`src/hw/rtl/dscag_pkg.sv`:
```
// ----------------------------------------------------------------------------
// dscag_pkg
// Shared types and constants for the DAC sample converter and activity gate.
// ----------------------------------------------------------------------------
package dscag_pkg;

  // Default counter widths
  localparam int unsigned CHUNK_COUNT_BITS_DEF = 10;
  localparam int unsigned QUIET_COUNT_BITS_DEF = 16;

  // Configuration register widths and reset values
  localparam int unsigned ChunkSizeWidth = 10;
  localparam int unsigned ThresholdWidth = 15;
  localparam logic [ChunkSizeWidth-1:0] ChunkSizeReset = 10'd1000;
  localparam logic [ThresholdWidth-1:0] ThresholdReset = 15'd2;

  // Register indexes (byte address 4*i)
  localparam int unsigned PaddrWidth = 3;
  localparam logic [0:0] RegChunkSize = 1'b0;
  localparam logic [0:0] RegThreshold = 1'b1;

  // Item kinds
  localparam logic KindSample = 1'b0;
  localparam logic KindStart  = 1'b1;

  // Conversion constants
  localparam logic [12:0] SampleMask   = 13'h1fff;
  localparam logic signed [13:0] PcmOffset = 14'sh0fe0;

  // Queue depth between front and back
  localparam int unsigned FifoDepth = 2;

  typedef struct packed {
    logic        kind;
    logic [15:0] raw_word;
  } in_item_t;

  typedef struct packed {
    logic signed [15:0] pcm;
    logic               audible;
    logic               chunk_release;
    logic               heard_any;
    logic [15:0]        quiet_run;
  } out_item_t;

  // Classified item handed from the front to the back
  typedef struct packed {
    logic               kind;
    logic signed [15:0] pcm;
    logic               loud;
  } fe_item_t;

endpackage

```
`src/hw/rtl/dac_sample_convert_activity_gate_core.sv`:
```
// ----------------------------------------------------------------------------
// dac_sample_convert_activity_gate_core
// Converts raw speech words to PCM and gates chunk release on audio activity.
// ----------------------------------------------------------------------------
//  Channel   Direction  Handshake                   Payload
//  in        input      in_valid_i / in_ready_o     in_data_i  (kind, raw_word)
//  out       output     out_valid_o / out_ready_i   out_data_o (pcm, flags, quiet_run)
//  config    input      psel/penable/pwrite/pready  paddr, pwdata, prdata
//
//  One transaction per clock sustained while the output is ready. An
//  accepted input passes through a front register that holds the converted
//  sample, a 2-entry queue between it and the back, and the back's result
//  register that holds the output. The state is updated in the back. Reset
//  loads the register defaults and clears the valid flags, pointers and counters.
//  An output stall fills the queue first; input ready drops once both the
//  queue and the front register are full.
// ----------------------------------------------------------------------------
module dac_sample_convert_activity_gate_core import dscag_pkg::*; #(
  parameter int unsigned CHUNK_COUNT_BITS = CHUNK_COUNT_BITS_DEF,
  parameter int unsigned QUIET_COUNT_BITS = QUIET_COUNT_BITS_DEF
) (
  input  logic                  clk_i,
  input  logic                  rst_ni,
  input  logic                  in_valid_i,
  output logic                  in_ready_o,
  input  in_item_t              in_data_i,
  output logic                  out_valid_o,
  input  logic                  out_ready_i,
  output out_item_t             out_data_o,
  input  logic                  psel,
  input  logic                  penable,
  input  logic                  pwrite,
  input  logic [PaddrWidth-1:0] paddr,
  input  logic [31:0]           pwdata,
  output logic [31:0]           prdata,
  output logic                  pready
);

  logic [ChunkSizeWidth-1:0] chunk_size_q;
  logic [ThresholdWidth-1:0] threshold_q;
  logic [0:0]                reg_idx;
  logic                      wr_en;
  logic                      fe_valid, fe_ready;
  fe_item_t                  fe_item;
  logic                      bk_valid, bk_ready;
  fe_item_t                  bk_item;

  assign pready  = 1'b1;
  assign reg_idx = paddr[2:2];
  assign wr_en   = psel && penable && pwrite && pready;

  always_ff @(posedge clk_i or negedge rst_ni) begin
    if (!rst_ni) begin
      chunk_size_q <= ChunkSizeReset;
      threshold_q  <= ThresholdReset;
    end else if (wr_en) begin
      case (reg_idx)
        RegChunkSize: chunk_size_q <= pwdata[ChunkSizeWidth-1:0];
        RegThreshold: threshold_q  <= pwdata[ThresholdWidth-1:0];
        default: ;
      endcase
    end
  end

  always_comb begin
    case (reg_idx)
      RegChunkSize: prdata = 32'(chunk_size_q);
      RegThreshold: prdata = 32'(threshold_q);
      default:      prdata = '0;
    endcase
  end

  dscag_front u_front (
    .clk_i       (clk_i),
    .rst_ni      (rst_ni),
    .in_valid_i  (in_valid_i),
    .in_ready_o  (in_ready_o),
    .in_data_i   (in_data_i),
    .threshold_i (threshold_q),
    .fe_valid_o  (fe_valid),
    .fe_ready_i  (fe_ready),
    .fe_item_o   (fe_item)
  );

  dscag_fifo u_fifo (
    .clk_i        (clk_i),
    .rst_ni       (rst_ni),
    .push_valid_i (fe_valid),
    .push_ready_o (fe_ready),
    .push_item_i  (fe_item),
    .pop_valid_o  (bk_valid),
    .pop_ready_i  (bk_ready),
    .pop_item_o   (bk_item)
  );

  dscag_back #(
    .CHUNK_COUNT_BITS (CHUNK_COUNT_BITS),
    .QUIET_COUNT_BITS (QUIET_COUNT_BITS)
  ) u_back (
    .clk_i        (clk_i),
    .rst_ni       (rst_ni),
    .chunk_size_i (chunk_size_q),
    .fe_valid_i   (bk_valid),
    .fe_ready_o   (bk_ready),
    .fe_item_i    (bk_item),
    .out_valid_o  (out_valid_o),
    .out_ready_i  (out_ready_i),
    .out_data_o   (out_data_o)
  );

endmodule

```
`src/hw/rtl/dscag_front.sv`:
```
// ----------------------------------------------------------------------------
// dscag_front
// Accepts raw words, converts them to PCM and classifies them as audible.
// ----------------------------------------------------------------------------
module dscag_front import dscag_pkg::*; (
  input  logic                      clk_i,
  input  logic                      rst_ni,
  input  logic                      in_valid_i,
  output logic                      in_ready_o,
  input  in_item_t                  in_data_i,
  input  logic [ThresholdWidth-1:0] threshold_i,
  output logic                      fe_valid_o,
  input  logic                      fe_ready_i,
  output fe_item_t                  fe_item_o
);

  logic                valid_q, valid_d;
  fe_item_t            item_q, item_d;
  logic [15:0]         rev;
  logic [12:0]         samp;
  logic signed [13:0]  diff;
  logic signed [17:0]  prod;
  logic signed [17:0]  halved;
  logic signed [15:0]  pcm;
  logic [15:0]         mag;

  always_comb begin
    for (int b = 0; b < 16; b++) begin
      rev[15-b] = in_data_i.raw_word[b];
    end
    samp   = rev[12:0] & SampleMask;
    diff   = $signed({1'b0, samp}) - PcmOffset;
    // times 15 as (x << 4) - x
    prod   = ($signed({{4{diff[13]}}, diff}) <<< 4) - $signed({{4{diff[13]}}, diff});
    // halve with truncation toward zero
    halved = (prod + (prod[17] ? 18'sd1 : 18'sd0)) >>> 1;
    pcm    = halved[15:0];
    mag    = pcm[15] ? (16'd0 - pcm) : pcm;
  end

  assign in_ready_o = !valid_q || fe_ready_i;

  always_comb begin
    valid_d = valid_q;
    item_d  = item_q;
    if (in_valid_i && in_ready_o) begin
      valid_d     = 1'b1;
      item_d.kind = in_data_i.kind;
      if (in_data_i.kind == KindStart) begin
        item_d.pcm  = '0;
        item_d.loud = 1'b0;
      end else begin
        item_d.pcm  = pcm;
        item_d.loud = (mag[14:0] > threshold_i);
      end
    end else if (fe_ready_i) begin
      valid_d = 1'b0;
    end
  end

  always_ff @(posedge clk_i or negedge rst_ni) begin
    if (!rst_ni) begin
      valid_q <= 1'b0;
    end else begin
      valid_q <= valid_d;
    end
  end

  always_ff @(posedge clk_i) begin
    item_q <= item_d;
  end

  assign fe_valid_o = valid_q;
  assign fe_item_o  = item_q;

endmodule

```
`src/hw/rtl/dscag_fifo.sv`:
```
// ----------------------------------------------------------------------------
// dscag_fifo
// Short queue that decouples the front from the back.
// ----------------------------------------------------------------------------
module dscag_fifo import dscag_pkg::*; (
  input  logic     clk_i,
  input  logic     rst_ni,
  input  logic     push_valid_i,
  output logic     push_ready_o,
  input  fe_item_t push_item_i,
  output logic     pop_valid_o,
  input  logic     pop_ready_i,
  output fe_item_t pop_item_o
);

  localparam int unsigned PtrWidth = (FifoDepth > 1) ? $clog2(FifoDepth) : 1;
  localparam int unsigned CntWidth = $clog2(FifoDepth + 1);
  localparam logic [PtrWidth-1:0] LastPtr = PtrWidth'(FifoDepth - 1);

  fe_item_t            entry_q [FifoDepth];
  logic [PtrWidth-1:0] wr_ptr_q, wr_ptr_d;
  logic [PtrWidth-1:0] rd_ptr_q, rd_ptr_d;
  logic [CntWidth-1:0] cnt_q, cnt_d;
  logic                push, pop;

  assign push_ready_o = (cnt_q != CntWidth'(FifoDepth));
  assign pop_valid_o  = (cnt_q != '0);
  assign pop_item_o   = entry_q[rd_ptr_q];
  assign push         = push_valid_i && push_ready_o;
  assign pop          = pop_valid_o && pop_ready_i;

  always_comb begin
    wr_ptr_d = wr_ptr_q;
    rd_ptr_d = rd_ptr_q;
    cnt_d    = cnt_q;
    if (push) begin
      wr_ptr_d = (wr_ptr_q == LastPtr) ? '0 : wr_ptr_q + 1'b1;
    end
    if (pop) begin
      rd_ptr_d = (rd_ptr_q == LastPtr) ? '0 : rd_ptr_q + 1'b1;
    end
    if (push && !pop) begin
      cnt_d = cnt_q + 1'b1;
    end else if (pop && !push) begin
      cnt_d = cnt_q - 1'b1;
    end
  end

  always_ff @(posedge clk_i or negedge rst_ni) begin
    if (!rst_ni) begin
      wr_ptr_q <= '0;
      rd_ptr_q <= '0;
      cnt_q    <= '0;
    end else begin
      wr_ptr_q <= wr_ptr_d;
      rd_ptr_q <= rd_ptr_d;
      cnt_q    <= cnt_d;
    end
  end

  always_ff @(posedge clk_i) begin
    if (push) begin
      entry_q[wr_ptr_q] <= push_item_i;
    end
  end

endmodule

```
`src/hw/rtl/dscag_back.sv`:
```
// ----------------------------------------------------------------------------
// dscag_back
// Updates the activity state per item and holds the result register.
// ----------------------------------------------------------------------------
module dscag_back import dscag_pkg::*; #(
  parameter int unsigned CHUNK_COUNT_BITS = CHUNK_COUNT_BITS_DEF,
  parameter int unsigned QUIET_COUNT_BITS = QUIET_COUNT_BITS_DEF
) (
  input  logic                      clk_i,
  input  logic                      rst_ni,
  input  logic [ChunkSizeWidth-1:0] chunk_size_i,
  input  logic                      fe_valid_i,
  output logic                      fe_ready_o,
  input  fe_item_t                  fe_item_i,
  output logic                      out_valid_o,
  input  logic                      out_ready_i,
  output out_item_t                 out_data_o
);

  localparam int unsigned LimWidth =
      (CHUNK_COUNT_BITS > ChunkSizeWidth) ? CHUNK_COUNT_BITS : ChunkSizeWidth;
  localparam int unsigned QWidth = (QUIET_COUNT_BITS > 16) ? QUIET_COUNT_BITS : 16;
  localparam logic [LimWidth-1:0] CountMax = LimWidth'((64'd1 << CHUNK_COUNT_BITS) - 1);
  localparam logic [QUIET_COUNT_BITS-1:0] QuietMax = '1;

  logic [CHUNK_COUNT_BITS-1:0] pend_cnt_q, pend_cnt_d;
  logic                        pend_aud_q, pend_aud_d;
  logic                        heard_q, heard_d;
  logic [QUIET_COUNT_BITS-1:0] quiet_q, quiet_d;
  logic                        out_valid_q, out_valid_d;
  out_item_t                   out_q, out_d;

  logic [LimWidth-1:0]         size_ext;
  logic [CHUNK_COUNT_BITS-1:0] limit;
  logic [CHUNK_COUNT_BITS-1:0] cnt_inc;
  logic                        aud_new;
  logic                        release_hit;
  logic [QWidth-1:0]           quiet_ext;
  logic                        take;

  assign fe_ready_o = !out_valid_q || out_ready_i;
  assign take       = fe_valid_i && fe_ready_o;

  always_comb begin
    size_ext    = LimWidth'(chunk_size_i);
    limit       = (size_ext < CountMax) ? size_ext[CHUNK_COUNT_BITS-1:0]
                                        : CountMax[CHUNK_COUNT_BITS-1:0];
    cnt_inc     = (pend_cnt_q < limit) ? pend_cnt_q + 1'b1 : limit;
    aud_new     = pend_aud_q || fe_item_i.loud;
    release_hit = (cnt_inc >= limit) && aud_new;

    pend_cnt_d  = pend_cnt_q;
    pend_aud_d  = pend_aud_q;
    heard_d     = heard_q;
    quiet_d     = quiet_q;
    out_valid_d = out_valid_q;
    out_d       = out_q;

    if (take) begin
      out_valid_d = 1'b1;
      if (fe_item_i.kind == KindStart) begin
        pend_cnt_d = '0;
        pend_aud_d = 1'b0;
        heard_d    = 1'b0;
        quiet_d    = '0;
      end else begin
        if (fe_item_i.loud) begin
          heard_d = 1'b1;
          quiet_d = '0;
        end else if (heard_q && (quiet_q != QuietMax)) begin
          quiet_d = quiet_q + 1'b1;
        end
        pend_cnt_d = release_hit ? '0 : cnt_inc;
        pend_aud_d = release_hit ? 1'b0 : aud_new;
      end
      quiet_ext           = QWidth'(quiet_d);
      out_d.pcm           = fe_item_i.pcm;
      out_d.audible       = fe_item_i.loud;
      out_d.chunk_release = (fe_item_i.kind == KindSample) && release_hit;
      out_d.heard_any     = heard_d;
      out_d.quiet_run     = (quiet_ext > QWidth'(17'hffff)) ? 16'hffff : quiet_ext[15:0];
    end else begin
      quiet_ext = QWidth'(quiet_q);
      if (out_ready_i) begin
        out_valid_d = 1'b0;
      end
    end
  end

  always_ff @(posedge clk_i or negedge rst_ni) begin
    if (!rst_ni) begin
      pend_cnt_q  <= '0;
      pend_aud_q  <= 1'b0;
      heard_q     <= 1'b0;
      quiet_q     <= '0;
      out_valid_q <= 1'b0;
    end else begin
      pend_cnt_q  <= pend_cnt_d;
      pend_aud_q  <= pend_aud_d;
      heard_q     <= heard_d;
      quiet_q     <= quiet_d;
      out_valid_q <= out_valid_d;
    end
  end

  always_ff @(posedge clk_i) begin
    out_q <= out_d;
  end

  assign out_valid_o = out_valid_q;
  assign out_data_o  = out_q;

endmodule

```
`config.mk`:
```
export PLATFORM = sky130hd
export DESIGN_NAME = dac_sample_convert_activity_gate_core
export DESIGN_NICKNAME = d
export VERILOG_FILES = /design/src/hw/rtl/dscag_pkg.sv /design/src/hw/rtl/dac_sample_convert_activity_gate_core.sv /design/src/hw/rtl/dscag_front.sv /design/src/hw/rtl/dscag_fifo.sv /design/src/hw/rtl/dscag_back.sv
export SDC_FILE = /design/constraint.sdc
export NUM_CORES = 1
export LEC_CHECK = 0
export BUFFER_PORTS_ARGS = -buffer_cell sky130_fd_sc_hd__buf_2
export CORE_ASPECT_RATIO = 1.4
export CORE_MARGIN = 1.5
export CORE_UTILIZATION = 35
export CTS_CLUSTER_DIAMETER = 50
export DETAILED_ROUTE_END_ITERATION = 16
export PLACE_DENSITY = 0.64
export SYNTH_ARGS = -nofsm -noshare
export SYNTH_HDL_FRONTEND = slang
export SYNTH_SLANG_ARGS = --single-unit
```
`constraint.sdc`:
```
create_clock -name clk_i -period 6.3 [get_ports clk_i]
set_input_delay 0.63 -clock clk_i [delete_from_list [all_inputs] [get_ports clk_i]]
set_output_delay 0.63 -clock clk_i [all_outputs]
set_load 0.02 [all_outputs]
```
==> results.sh, run 1 <==
export IMPL_critPathLaunchType="primary input"
export IMPL_hold_path_class="primary input to async pin"
export IMPL_yosys_top_cells_count="edfxtp_1, nor2_1, nand2_1"
export IMPL_wl_per_cell_um=14.8
export IMPL_syn_area_um2=8730
export IMPL_synth_edf_count=89
export IMPL_p_switching_mw=1.44
export IMPL_routed_via_density=4.85
export IMPL_crit_path_end="u_front.fe_item_o[0]"
export IMPL_clkLatencyLatePin_ns=0.43
export IMPL_vdd_drop_max_mv=0.234
export IMPL_fmax_mhz=177
export IMPL_postRouteAntennaNets=0
export IMPL_leakage_nw=4.28
export IMPL_synth_most_common_cell="edfxtp_1"
export IMPL_gp_routability_congestion=0.862
export IMPL_period_share_pct=89.6
export IMPL_crit_type="primary input to flip-flop"
export IMPL_slowest_stage="or3_4"
export IMPL_antenna_found_initial=1
export IMPL_grt_overflow_total=0
export IMPL_num_rows=68
export IMPL_area_delta_synth_final_pct=15.4
export IMPL_sw_frac_of_total_pct=36.1
export IMPL_cts_resized=0
export IMPL_status="finished clean"
export IMPL_crit_fanout=6
export IMPL_postSynthAreaPerCell_um2=11.0
export IMPL_grt_max_degree=60
export IMPL_end_kind="flip-flop"
export IMPL_num_vias=5896
export IMPL_crit_family="compound AO/OA/AOI/OAI gates"
export IMPL_io_pins=129
export IMPL_drt_total_wl_um=18000
export IMPL_drv_cap=0
export IMPL_finalHoldViolations=0
export IMPL_intPower_mw=2.56
export IMPL_cts_root_buffer="clkbuf_16"
export IMPL_first_iter_violations=231
export IMPL_grtUsageTotal_pct=14.3
export IMPL_clkPwrFrac_pct=25.4
export IMPL_clkTransAtPathRegs_ns=0.06
export IMPL_crit_arrival_ns=5.81
export IMPL_numCtsBuffers=17
export IMPL_synth_top_cell_area_share_pct=30.6
export IMPL_place_hpwl_um=13500
export IMPL_finalSetupViolations=0
export IMPL_slew_viol_final=0
export IMPL_tightest_slew_ns=0.962
export IMPL_cpPeakStageDelay_ns=0.42
export IMPL_rr_startpoint="u_back.pend_cnt_q[1]"
export IMPL_critPathBufInv=1
export IMPL_p_seq_share_pct=38.6
export IMPL_ys_seq_area_share_pct=47.6
export IMPL_cts_max_level=4
export IMPL_drtPass1Iterations=5
export IMPL_tns_ns=0
export IMPL_fp_dieH_um=190
export IMPL_core_area_um2=24600
export IMPL_drive_gt1_share_pct=24.2
export IMPL_crit_path_start="in_data_i[9]"
export IMPL_synth_ff_type="edfxtp_1"
export IMPL_skew_ns=0.00765
export IMPL_post_cts_buffers=0
export IMPL_comb_power_share_pct=36.0
export IMPL_postSynthRegisterBits=148
export IMPL_n_fill_cell=2352
export IMPL_crit_path_frequent_cell="ha_1"
export IMPL_period_needed_ns=5.64
export IMPL_power_density_nw_per_um2=398
export IMPL_clock_sinks=148
export IMPL_first_global_vias=5863
export IMPL_nNetsFinal=997
export IMPL_route_detailed_drc=0
export IMPL_start_util_pct=35.5
export IMPL_reg2regPathDepth=22
export IMPL_crit_cells=31
export IMPL_cp_required_ns=6.47
export IMPL_fp_dieW_um=136
export IMPL_ys_types=76
export IMPL_synthArstFlopShare_pct=39.9
export IMPL_synthTopCellsByArea="edfxtp_1, dfrtp_1, ha_1"
export IMPL_maxSlewHeadroom_pct=35.7
export IMPL_worst_hold_slack_ns=0.361
export IMPL_hold_buffers=0
export IMPL_ys_warnings_count=0
export IMPL_synth_top_area_cell="edfxtp_1"
export IMPL_finalPower_mw=4.00
export IMPL_tritoncts="built"
export IMPL_rsz0062_at_grt="false"
export IMPL_reg2reg_slack_ns=1.15
export IMPL_grt_first_pass_wirelength_um=28700
export IMPL_cts_path_max_buffers=2
export IMPL_synthCells=795
export IMPL_dieArea_um2=25900
export IMPL_portBuffers=88
export IMPL_worstReg2RegEnd="u_back.out_data_o[17]"
## placed cells by master, fill, tap and decap left out, types with 29 or more instances in the layout
master and instances:
a21oi_1 29, buf_2 88, dfrtp_1 52, edfxtp_1 89, ha_1 52, inv_1 47, mux2_2 52, nand2_1 64
nor2_1 64, xnor2_1 51
## logic make-up after synthesis
| group | after synthesis | synth area share [%] |
|---|---|---|
| simple gates | 233 | 13.4 |
| buf+inv | 94 | 5.06 |
| compound gates | 129 | 10.5 |
| xor+xnor | 81 | 8.73 |
| fa+ha+maj | 52 | 7.46 |
| other cells | 2 | 0.0861 |
| mux | 56 | 7.17 |
| flops | 148 | 47.6 |
## power groups by stage
stage | Clock [mW] | Combinational [mW] | Sequential (mW)
floorplan | 0 | 0.974 | 1.63
global placement | 0 | 1.44 | 1.56
detailed placement | 0 | 1.46 | 1.57
CTS | 1.04 | 1.47 | 1.55
global route | 1.07 | 1.61 | 1.58
finish | 1.02 | 1.44 | 1.55
## sequential cells by signal (all words and copies together) (netlist names)
register and cells:
u_fifo.entry_q 36, u_front.fe_item_o 18, u_fifo.cnt_q 2, u_fifo.wr_ptr_q 1
threshold_q 15, u_back.heard_q 1, u_fifo.rd_ptr_q 1, chunk_size_q 10
u_front.fe_valid_o 1, u_back.out_valid_o 1, u_back.pend_cnt_q 10, u_back.out_data_o 35
u_back.quiet_q 16, u_back.pend_aud_q 1
## layout make-up
type	instances	area, µm²	area share [%]
multi-input combinational	569	4190	41.7
timing repair buffer	102	546	5.42
inverter	48	180	1.79
antenna	1	2.50	0.0249
clock buffer	17	425	4.23
tap	315	394	3.91
sequential	148	4160	41.3
clock inverter	15	169	1.68
## routing by layer
layer	vias to the layer above	part of all wire, %	global-route usage [%]
met5	-	0	0
met4	0	2.5	6.51
met3	22	2.8	2.21
met2	108	52	25.8
met1	2779	42	16.5
li1	2987	-	-
## worst reg2reg max path: stages, from the launching register on
cell and delay, ns:
dfrtp_1 0.47, ha_1 0.31, a21o_1 0.17, a21o_1 0.17
a21o_1 0.16, a21o_1 0.17, a21o_1 0.17, a21o_1 0.19
a21oi_1 0.15, o21ai_1 0.21, mux2i_1 0.25, ha_1 0.25
nand2b_1 0.14, a21o_1 0.20, a21o_1 0.18, a21o_1 0.18
a21o_1 0.19, a21o_1 0.17, a21o_1 0.19, a21o_1 0.20
a21oi_1 0.48, buf_4 0.26, nor2_1 0.05
## worst min path at each step
stage	startpoint	end	depth (start not counted)
2_1_floorplan	rst_ni	chunk_size_q[0]	0
3_3_place_gp	u_front.fe_item_o[17]	u_fifo.entry_q[0][17]	0
3_5_place_dp	u_front.fe_item_o[13]	u_fifo.entry_q[0][13]	0
4_1_cts	rst_ni	chunk_size_q[2]	2
5_1_grt	rst_ni	chunk_size_q[2]	2
6_report	rst_ni	chunk_size_q[2]	2
## through the flow
step | utilization (%) | instance area (µm²) | instances | setup WS (ns)
2_1_floorplan | - | 8790 | 811 | 0.543
3_3_place_gp | 38.5 | 9470 | 1182 | 0.251
3_5_place_dp | 38.5 | 9470 | 1182 | 0.204
4_1_cts | 40.9 | 10100 | 1214 | 0.645
5_1_grt | 40.9 | 10100 | 1214 | 0.0665
6_report | 40.9 | 10100 | 1215 | 0.658
No activity file was read; power rests on OpenSTA's default activity.
==> run 2: changes to the inputs <==
BUFFER_PORTS_ARGS = not set   (was -buffer_cell sky130_fd_sc_hd__buf_2)
CORE_UTILIZATION = 40   (was 35)
DONT_BUFFER_PORTS = 1   (was not set)
PLACE_DENSITY = 0.65   (was 0.64)
==> run 2 against run 1 <==
Sequential power up 8%. Critical path depth is 1 lower. Fmax is 0.77% higher. Clock skew about the same. Critical endpoint unchanged.
==> results.sh, run 2 (same netlist as run 1, synthesis figures left out) <==
export IMPL_vdd_drop_max_mv=0.201
export IMPL_clkTransAtPathRegs_ns=0.06
export IMPL_grt_max_degree=53
export IMPL_numCtsBuffers=17
export IMPL_wl_per_cell_um=16.2
export IMPL_final_common_cell="edfxtp_1"
export IMPL_crit_family="simple AND/OR/NAND/NOR gates"
export IMPL_n_fill_cell=2013
export IMPL_finalSetupViolations=0
export IMPL_core_area_um2=21300
export IMPL_grt_overflow_total=0
export IMPL_crit_path_frequent_cell="ha_1"
export IMPL_utilization_pct=44.9
export IMPL_num_vias=5598
export IMPL_cp_required_ns=6.45
export IMPL_dpl_instance_area_um2=8900
export IMPL_grtUsageTotal_pct=15.8
export IMPL_power_density_nw_per_um2=409
export IMPL_fin_area_um2=9550
export IMPL_first_global_vias=5376
export IMPL_cts_resized=0
export IMPL_finalHoldViolations=0
export IMPL_cts_max_level=4
export IMPL_register_area_um2=4160
export IMPL_skew_ns=0.00734
export IMPL_cts_path_max_buffers=2
export IMPL_postRouteAntennaNets=0
export IMPL_start_util_pct=41.0
export IMPL_gp_routability_congestion=0.813
export IMPL_fmax_mhz=179
export IMPL_crit_arrival_ns=5.75
export IMPL_drive_gt1_share_pct=15.0
export IMPL_grt_first_pass_wirelength_um=27900
export IMPL_portBuffers=0
export IMPL_area_delta_synth_final_pct=9.48
export IMPL_regMostFlops="u_fifo.entry_q"
export IMPL_route_detailed_drc=0
export IMPL_hold_path_class="primary input to async pin"
export IMPL_tns_ns=0
export IMPL_drtPass1Iterations=5
export IMPL_dieArea_um2=22700
export IMPL_critPathBufInv=0
export IMPL_fp_dieW_um=128
export IMPL_period_share_pct=88.9
export IMPL_cpPeakStageDelay_ns=0.43
export IMPL_crit_type="primary input to flip-flop"
export IMPL_tightest_slew_ns=0.975
export IMPL_maxSlewHeadroom_pct=34.9
export IMPL_largest_reg_flops=36
export IMPL_num_rows=63
export IMPL_clkLatencyLatePin_ns=0.41
export IMPL_cts_root_buffer="clkbuf_16"
export IMPL_nNetsFinal=902
export IMPL_num_antenna_cells=0
export IMPL_slowest_stage="or3_4"
export IMPL_place_hpwl_um=12500
export IMPL_clock_sinks=148
export IMPL_end_kind="flip-flop"
export IMPL_fp_dieH_um=178
export IMPL_multiInputGateArea_um2=4190
export IMPL_final_cell_mix="edfxtp_1, nand2_1, nor2_1"
export IMPL_drv_cap=0
export IMPL_io_pins=129
export IMPL_period_needed_ns=5.60
export IMPL_rsz0062_at_grt="false"
export IMPL_finalPower_mw=3.91
export IMPL_crit_fanout=11
export IMPL_drt_total_wl_um=17300
export IMPL_leakage_nw=3.92
export IMPL_slew_viol_final=0
export IMPL_antenna_found_initial=0
export IMPL_tritoncts="built"
export IMPL_status="finished clean"
export IMPL_critPathLaunchType="primary input"
export IMPL_routed_via_density=5.26
export IMPL_first_iter_violations=261
## run 2: cell count changes in the layout (fill, tap and decap cells not counted), moves of 2 or more
| cell | previous run | this run |
|---|---|---|
| inv_6 | 5 | 1 |
| buf_2 | 88 | 0 |
| clkbuf_16 | 17 | 20 |
| buf_4 | 14 | 6 |
| clkbuf_1 | 0 | 2 |
| clkinv_4 | 0 | 2 |
| clkinv_2 | 1 | 3 |
| inv_8 | 2 | 0 |
| clkinvlp_4 | 5 | 2 |
## run 2: worst register-to-register path, cell delays in order (launching register included)
cell and delay, ns:
dfrtp_1 0.45, ha_1 0.30, a21o_1 0.15, a21o_1 0.17, a21o_1 0.17, a21o_1 0.18, a21o_1 0.18, a21o_1 0.18
a21oi_1 0.15, o21ai_1 0.14, buf_4 0.21, mux2i_1 0.20, ha_1 0.25, nand2b_1 0.14, a21o_1 0.17, a21o_1 0.17
a21o_1 0.19, a21o_1 0.19, a21o_1 0.19, a21o_1 0.18, a21o_1 0.20, a21oi_1 0.23, buf_4 0.23, nand2_1 0.07
o22ai_1 0.13
## run 2: through the flow
step / worst slack, ns / hold slack [ns] / instances
2_1_floorplan: 0.543 / 0.334 / 811
3_5_place_dp: 0.255 / 0.337 / 1031
3_3_place_gp: 0.302 / 0.337 / 1031
5_1_grt: 0.167 / 0.0195 / 1064
6_report: 0.701 / 0.0534 / 1064
4_1_cts: 0.688 / 0.0298 / 1064
## run 2: layout make-up
cell class,count,share of cell area [%]
clock inverters,10,1.22
multi-input cells,569,43.9
repair buffers,7,0.760
flip-flops and latches,148,43.5
well taps,260,3.40
inverters,48,1.89
clock buffers,22,5.32
## run 2: final timing paths
kind                                          to  slack (ns)  cells past startpoint                 start
max                         u_front.fe_item_o[0]        0.70                     30          in_data_i[9]
min                               threshold_q[1]        0.05                      0                rst_ni
max reg2reg                 u_back.pend_cnt_q[0]        1.40                     24  u_back.pend_cnt_q[1]
min reg2reg                 u_fifo.entry_q[1][6]        0.44                      0  u_front.fe_item_o[6]
max in group asynchronous      u_back.quiet_q[4]        5.98                      1                rst_ni
min in group clk_i         u_front.fe_item_o[17]        0.32                      0         in_data_i[16]
## run 2: timing repair
item / in CTS / in global routing
hold buffers: 1 / 0
endpoints found under the hold margin: 52 / 0
setup buffers: 0 / 0
## run 2: power breakdown
part           switching, mW  internal (mW)  leakage, nW  total (mW)
Clock                  0.398          0.655        0.302        1.05
Sequential             0.280           1.40         1.61        1.68
Combinational          0.690          0.488         2.01        1.18
## run 2: routing by layer
layer  share of wire [%]  vias up  global-route usage, %  wire [µm]
met5                   0        -                      0          0
li1                    -     2800                      -          -
met1                  45     2680                   19.4       7740
met2                  50      104                   26.7       8610
met4                 1.3        0                   5.48        231
met3                 4.0       14                   4.07        697
